==> src/rtl/svm_pkg.sv <==
// ----------------------------------------------------------------------------
// svm_pkg: shared definitions for the sample voice mixer
// Field widths, command codes, controller states and the command and status
// structs that join the controller to the datapath.
// ----------------------------------------------------------------------------
package svm_pkg;

  localparam int VOICES_DEF       = 4;
  localparam int SAMPLE_WORDS_DEF = 65536;

  localparam int CMD_W    = 2;
  localparam int VOICE_W  = 4;
  localparam int ADDR_W   = 16;
  localparam int SAMPLE_W = 16;
  localparam int LEN_W    = 17;
  localparam int RATE_W   = 18;
  localparam int PRIO_W   = 8;
  localparam int POS_W    = 18;
  localparam int FRAC_W   = 16;
  localparam int MASK_W   = 16;

  localparam int SAT_MAX = 32767;
  localparam int SAT_MIN = -32768;

  typedef enum logic [CMD_W-1:0] {
    CMD_LOAD  = 2'd0,
    CMD_START = 2'd1,
    CMD_STOP  = 2'd2,
    CMD_TICK  = 2'd3
  } cmd_code_t;

  typedef enum logic [2:0] {
    ST_IDLE,
    ST_ADV,
    ST_RDA,
    ST_RDB,
    ST_RDC,
    ST_OUT
  } state_t;

  typedef struct packed {
    logic load;
    logic vstart;
    logic stop_all;
    logic tick_init;
    logic advance;
    logic read_first;
    logic read_second;
    logic add_first;
    logic add_second;
    logic next_voice;
    logic emit;
  } dp_cmd_t;

  typedef struct packed {
    logic hit;
    logic stereo;
    logic last;
  } dp_stat_t;

endpackage

==> src/rtl/svm_ctrl.sv <==
// ----------------------------------------------------------------------------
// svm_ctrl: sequencer of the sample voice mixer
// Decodes accepted commands and walks the voices one at a time on a tick.
// ----------------------------------------------------------------------------
module svm_ctrl
  import svm_pkg::*;
(
  input  logic             clk,
  input  logic             rst_n,
  input  logic             start,
  input  logic [CMD_W-1:0] in_command,
  input  dp_stat_t         stat,
  output dp_cmd_t          cmd,
  output logic             busy
);

  state_t state_r;
  state_t state_nxt;

  always_ff @(posedge clk) begin
    if (!rst_n) begin
      state_r <= ST_IDLE;
    end else begin
      state_r <= state_nxt;
    end
  end

  // Next state.
  always_comb begin
    state_nxt = state_r;
    unique case (state_r)
      ST_IDLE: begin
        if (start && cmd_code_t'(in_command) == CMD_TICK) begin
          state_nxt = ST_ADV;
        end
      end
      ST_ADV: begin
        if (stat.hit) begin
          state_nxt = ST_RDA;
        end else begin
          state_nxt = stat.last ? ST_OUT : ST_ADV;
        end
      end
      ST_RDA: begin
        state_nxt = ST_RDB;
      end
      ST_RDB: begin
        if (stat.stereo) begin
          state_nxt = ST_RDC;
        end else begin
          state_nxt = stat.last ? ST_OUT : ST_ADV;
        end
      end
      ST_RDC: begin
        state_nxt = stat.last ? ST_OUT : ST_ADV;
      end
      ST_OUT: begin
        state_nxt = ST_IDLE;
      end
      default: begin
        state_nxt = ST_IDLE;
      end
    endcase
  end

  // Datapath commands.
  always_comb begin
    cmd  = '0;
    busy = (state_r != ST_IDLE);
    unique case (state_r)
      ST_IDLE: begin
        if (start) begin
          unique case (cmd_code_t'(in_command))
            CMD_LOAD:  cmd.load      = 1'b1;
            CMD_START: cmd.vstart    = 1'b1;
            CMD_STOP:  cmd.stop_all  = 1'b1;
            CMD_TICK:  cmd.tick_init = 1'b1;
            default:   cmd           = '0;
          endcase
        end
      end
      ST_ADV: begin
        cmd.advance    = 1'b1;
        cmd.next_voice = !stat.hit;
      end
      ST_RDA: begin
        cmd.read_first = 1'b1;
      end
      ST_RDB: begin
        cmd.read_second = stat.stereo;
        cmd.add_first   = 1'b1;
        cmd.next_voice  = !stat.stereo;
      end
      ST_RDC: begin
        cmd.add_second = 1'b1;
        cmd.next_voice = 1'b1;
      end
      ST_OUT: begin
        cmd.emit = 1'b1;
      end
      default: begin
        cmd = '0;
      end
    endcase
  end

  // A first read is always followed by the cycle that collects its data.
  a_rda_then_rdb: assert property (@(posedge clk) disable iff (!rst_n)
    state_r == ST_RDA |=> state_r == ST_RDB)
    else $error("first read not followed by its collect cycle");

  // The right-channel collect only follows a stereo first collect.
  a_rdc_after_rdb: assert property (@(posedge clk) disable iff (!rst_n)
    state_r == ST_RDC |-> $past(state_r) == ST_RDB && $past(stat.stereo))
    else $error("second collect without a stereo voice");

  // A tick ends with exactly one emit cycle and then returns to idle.
  a_out_then_idle: assert property (@(posedge clk) disable iff (!rst_n)
    state_r == ST_OUT |=> state_r == ST_IDLE)
    else $error("emit cycle not followed by idle");

endmodule

==> config.mk <==
export PLATFORM = sky130hd
export DESIGN_NAME = svm_ctrl
export DESIGN_NICKNAME = d
export VERILOG_FILES = /design/src/rtl/svm_pkg.sv /design/src/rtl/svm_ctrl.sv
export SDC_FILE = /design/constraint.sdc
export NUM_CORES = 1
export LEC_CHECK = 0
export ABC_AREA = 1
export BUFFER_PORTS_ARGS = -buffer_cell sky130_fd_sc_hd__buf_2
export CAP_MARGIN = 20
export CORE_AREA = 2 2 39 41
export CTS_CLUSTER_DIAMETER = 150
export DETAILED_ROUTE_END_ITERATION = 8
export DIE_AREA = 0 0 41 43
export SYNTH_ARGS = -nofsm -noshare
export SYNTH_HDL_FRONTEND = slang
export SYNTH_SLANG_ARGS = --single-unit
==> constraint.sdc <==
create_clock -name clk -period 0.9 [get_ports clk]
set_input_delay 0.18 -clock clk [delete_from_list [all_inputs] [get_ports clk]]
set_output_delay 0.18 -clock clk [all_outputs]
set_load 0.005 [all_outputs]
==> results of run 1 <==
==> kinds of logic after synthesis <==
| group | Yosys count | share of synthesized area [%] |
|---|---|---|
| buffers and inverters | 12 | 16.39 |
| and+or+nand+nor | 32 | 58.40 |
| AOI/OAI and AO/OA | 3 | 5.041 |
| DFF | 3 | 20.17 |
==> area by class of cell <==
type	count	share of cell area, %
clock buffers	4	4.150
inverters	11	6.917
multi-input cells	35	39.92
flip-flops and latches	3	10.47
well taps	16	3.162
repair buffers	33	35.38
==> worst reg2reg max path: stages (launching register included) <==
cell	delay, ns
dfxtp_4	0.35
inv_4	0.04
buf_4	0.13
nor2_4	0.10
nand2_2	0.07
buf_4	0.13
buf_4	0.12
nor2_2	0.07
nor2_1	0.05
nor2_1	0.07
==> routing by layer <==
metal,vias up,GRT usage (%),routed length [um]
met5,-,0,0
met4,0,10.00,31
met3,5,3.665,61
met2,17,21.25,537
met1,194,12.82,336
li1,225,-,-
==> metrics by stage <==
stage          area [um2]  setup slack [ns]
6_report            633.1           -0.4358
5_1_grt             633.1           -0.5288
4_1_cts             593.1           -0.4671
3_5_place_dp        470.5           -0.2580
3_3_place_gp        470.5           -0.2137
2_1_floorplan       321.6          -0.06433
==> worst max-delay path by stage <==
stage / startpoint / to / depth (start not counted)
6_report: state_r[1] / cmd[9] / 6
5_1_grt: state_r[1] / cmd[9] / 6
4_1_cts: state_r[0] / cmd[9] / 6
3_5_place_dp: state_r[2] / cmd[1] / 4
3_3_place_gp: state_r[2] / cmd[1] / 4
2_1_floorplan: state_r[0] / cmd[9] / 5
==> report_power, final <==
group          total, mW  switching [mW]  internal [mW]
registers          0.151         0.00946          0.141
clock network      0.240          0.0732          0.166
logic              0.291           0.137          0.154
total              0.682           0.220          0.462
==> what timing repair did <==
item | in CTS | in global routing
setup endpoints to repair | 15 | 15
pin swaps | 4 | 4
gates resized for setup | 10 | 10
hold endpoints to repair | 0 | 0
buffers inserted | 9 | 2
==> cells in the final DEF (no fill, tap or decap), drive strengths merged <==
master  netlist  final
dfxtp         3      3
nand3         3      3
clkbuf        0      4
o21ai         1      1
nand2        11     11
inv          11     11
nor4          1      1
nor2         12     12
nor3          5      5
a21oi         2      2
buf           1     33
==> metrics.csv, run 1 <==
metric;value;unit
run status;complete, but fails checks;
failing checks;negative setup slack;
Detailed Route WL;966;um
final period utilization;148.4;%
yosys warns;0;
# H-tree levels;1;
power density over the cells;1077;nW/um2
Port Buffers;19;
Synth area leader;dfxtp_1;
Crit path arrival time;1.16;ns
Initial Utilization;21.52;%
Yosys reg bits;3;
first-pass GRT wire length;1504;um
gpl congestion;0.6616;
Post-Syn Area per Cell;5.956;um2
CP most frequent cell;inv_2;
DRT Pass-1 Iters;2;
share of post-route cells with drive strength above 1;74.42;%
CP Buf/Inv Count;3;
CP endpoint kind;output port;
final worst slack;-0.4358;ns
clk sinks;3;
Seq/Total Area, Yosys;20.17;%
P&R area growth vs syn;112.6;%
Critical Path RT;0.72;ns
sequential standard cell area;66.31;um2
FF-to-FF End;state_r[2];
reg2reg setup slack;-0.30;ns
Top Registers;state_r: 3 flops;
via count;441;
CTS Hold Bufs;0;
Clock Skew;0.003775;ns
Max Freq;748.6;MHz
hold path endpoint;state_r[1];
setup TNS;-5.132;ns
MaxCap Viol Count;0;
wire per inst;9.471;um
largest stage delay on the critical path;0.33;ns
clock buffer depth;2;
ys flop type;dfxtp_1;
Rows;14;
Post-synth EDFFs;0;
DIE AREA;1763;um2
Top-Level Pins;20;
Inserted Diodes;0;
worst setup path class;flop to output port;
Slowest cell on crit path;dfxtp_2;
Total Power;681.7;uW
Crit Path Max Fanout;3;
Routed Antenna Nets;0;
gr ovfl total;0;
origin of the critical flop-to-flop path;state_r[0];
Hold Path Origin;stat[2];
fraction of registers with async set/reset;0;%
Core Util, Final;45.75;%
min cycle time layout;1.336;ns
Synth top cells by count;9 x nand2_1, 8 x inv_1, 8 x nor2_1;
worst hold path class;input pin to flop;
TritonCTS Buffers;3;
endpoints failing hold;0;
Cell Chain, Critical Path;inv_2 -> nand2_4 -> nor2_4 -> inv_2 -> nor4_2 -> buf_2;
post-synthesis cell type count;16;
unrepaired setup endpoints after global routing;true;
worst slew pin tran;0.2328;ns
gr usage total;13.04;%
clock-pin slew of the registers on the worst-case setup and hold paths;0.04;ns
Post-Syn Area;297.8;um2
Die X;41;um
vias in the first global route;419;
Via density;4.324;
CTS tree;done;
multi-input logic area;252.7;um2
Min Hold Slack;0.2064;ns
Min-Delay Path Depth;3;
Slew Limit Fails;0;
Largest register FFs;3;
register with the most flip-flops;state_r;
VDD IR max;0.5113;mV
clock root buffer;clkbuf_4;
critical path's top delay family;flip-flops;
placed cell count;90;
DP HPWL;696.4;um
Residual DRC;0;
Area contributors post-synth;dfxtp_1 20%, nand2_1 11%, inv_1 10%;
initial antenna violation count;0;
Startpoint Class;flop;
Layout Nets;95;
Chip Height;43;um
Fillers;158;
r2r worst-path depth;9;
Skew-Pair Late Insertion Delay;0.24;ns
core area;1384;um2
final std cells w/o fill;102;
largest net degree at the start of global routing;8;
setup violators final;15;
top-area cell type share of the netlist area;20.17;%
Leak;0.3628;nW
Slew HR;84.36;%
Post-Syn Instances;50;
syn nets;58;
iteration-0 DRC count of the detailed router;1;
most numerous cell in the Yosys netlist;nand2_1;
Power figures use the tool's default switching activity.
==> run 2: changes to the inputs <==
--- a/config.mk
+++ b/config.mk
@@ -12,6 +12,7 @@
 export CTS_CLUSTER_DIAMETER = 150
 export DETAILED_ROUTE_END_ITERATION = 8
 export DIE_AREA = 0 0 41 43
+export GPL_TIMING_DRIVEN = 0
 export SYNTH_ARGS = -nofsm -noshare
 export SYNTH_HDL_FRONTEND = slang
 export SYNTH_SLANG_ARGS = --single-unit
==> metrics.csv, run 2 (synthesized netlist as in run 1, its figures left out) <==
metric;value;unit;change
clock buffer depth;2;;unchanged
wire per inst;8.333;um;-12%
Residual DRC;0;;unchanged
VDD IR max;0.4653;mV;-9.0%
final worst slack;-0.4191;ns;+0.01665 ns
worst slew pin tran;0.2235;ns;-0.009265 ns
Cell Chain, Critical Path;inv_4 -> nand2_4 -> nor2_4 -> inv_2 -> nor4_2 -> buf_2;;
CTS tree;done;;
Top-Level Pins;20;;unchanged
gr usage total;11.23;%;-1.8 points
first-pass GRT wire length;1338;um;-11%
most common cell after layout, fill and taps aside;buf_2;;
Detailed Route WL;775;um;-20%
Largest register FFs;3;;unchanged
min cycle time layout;1.319;ns;-0.01665 ns
iteration-0 DRC count of the detailed router;1;;unchanged
Min Hold Slack;0.2020;ns;-0.004393 ns
run status;complete, but fails checks;;
Max Freq;758.1;MHz;+1.3%
placed cell count;85;;-5.6%
TritonCTS Buffers;3;;unchanged
power density over the cells;1132;nW/um2;+5.1%
Port Buffers;19;;unchanged
failing checks;negative setup slack;;
P&R area growth vs syn;75.63;%;
Slew HR;84.99;%;+0.62 points
DIE AREA;1763;um2;unchanged
initial antenna violation count;0;;unchanged
worst slack, placed;-0.2073;ns;+0.05072 ns
unrepaired setup endpoints after global routing;true;;
setup violators final;15;;unchanged
largest net degree at the start of global routing;8;;unchanged
gr ovfl total;0;;unchanged
Top Registers;state_r: 3 flops;;
Rows;14;;unchanged
Inserted Diodes;0;;unchanged
Initial Utilization;21.52;%;unchanged
vias in the first global route;382;;-8.8%
reg2reg setup slack;-0.11;ns;+0.19 ns
MaxCap Viol Count;0;;unchanged
worst setup path class;flop to output port;;
final std cells w/o fill;93;;-8.8%
Critical Path RT;0.72;ns;about the same
endpoints failing hold;0;;unchanged
Crit path arrival time;1.14;ns;-0.02 ns
DP HPWL;637.8;um;-8.4%
Leak;0.2998;nW;-17%
clk sinks;3;;unchanged
CTS Hold Bufs;0;;unchanged
CP Buf/Inv Count;3;;unchanged
Die X;41;um;unchanged
Skew-Pair Late Insertion Delay;0.23;ns;about the same
Via density;4.301;;-0.52%
largest stage delay on the critical path;0.35;ns;+0.02 ns
Slew Limit Fails;0;;unchanged
clock-pin slew of the registers on the worst-case setup and hold paths;0.04;ns;about the same
gpl congestion;0.6818;;+3.1%
share of post-route cells with drive strength above 1;66.23;%;-8.2 points
Clock Skew;0.002132;ns;-0.001644 ns
core area;1384;um2;unchanged
# H-tree levels;1;;unchanged
DRT Pass-1 Iters;2;;unchanged
CP endpoint kind;output port;;
Slowest cell on crit path;dfxtp_4;;
critical path's top delay family;flip-flops;;
clock root buffer;clkbuf_4;;
most frequent cells in the layout;18 x buf_2, 7 x inv_1, 7 x nand2_1;;
Chip Height;43;um;unchanged
Total Power;591.9;uW;-13%
Routed Antenna Nets;0;;unchanged
register with the most flip-flops;state_r;;
final period utilization;146.6;%;-1.9 points
via count;400;;-9.3%
Layout Nets;86;;-9.5%
Crit Path Max Fanout;4;;+1
worst hold path class;input pin to flop;;
Startpoint Class;flop;;
run 2: cell types whose count changed in the layout (fill, tap and decap cells not counted), sizes merged:
cell  change
buf       -9
run 2: repair_timing:
item	in CTS	in global routing
gates resized for setup	9	0
endpoints found under the setup margin	15	15
pin swaps	3	1
buffers inserted	5	0
run 2: layer usage:
layer  vias up  track usage (%)  part of all wire, %
met2        14            19.38                   56
met3         0            6.283                  6.7
li1        205                -                    -
met4         0            4.000                    0
met5         -                0                    0
met1       181            10.26                   38
run 2: worst paths after layout:
kind,startpoint,cells after the start,end
max,state_r[0],6,cmd[9]
min,rst_n,3,state_r[1]
max reg2reg,state_r[0],8,state_r[2]
min reg2reg,state_r[0],3,state_r[0]
run 2: final cells by class:
| type | count | area (um2) |
|---|---|---|
| clock buffers | 4 | 26.28 |
| fillers | 150 | 860.8 |
| inverters | 11 | 43.79 |
| multi-input cells | 35 | 224.0 |
| flip-flops and latches | 3 | 66.31 |
| well taps | 16 | 20.02 |
| repair buffers | 24 | 142.6 |
run 2: per-stage QoR:
stage,setup TNS (ns),util (%),instance area [um2]
final,-4.463,37.79,523.0
after global routing,-5.660,37.79,523.0
after CTS,-4.684,38.61,534.3
after detailed placement,-1.424,31.56,436.7
after global placement,-1.184,31.56,436.7
after floorplan,-0.1609,-,321.6
run 2: worst reg2reg max path, stage by stage (launching register included):
cell	delay (ns)
dfxtp_4	0.36
buf_4	0.11
nor2_1	0.04
nand2_1	0.09
inv_1	0.05
nand2_1	0.05
nand2_1	0.04
nor2_1	0.11
nor2_1	0.05
run 2: power by group:
part	internal, mW	leakage (nW)	total (mW)	switching (mW)
Combinational	0.102	0.259	0.205	0.103
Sequential	0.141	0.0261	0.154	0.0125
Clock	0.166	0.0150	0.233	0.0674
Total	0.409	0.300	0.592	0.183
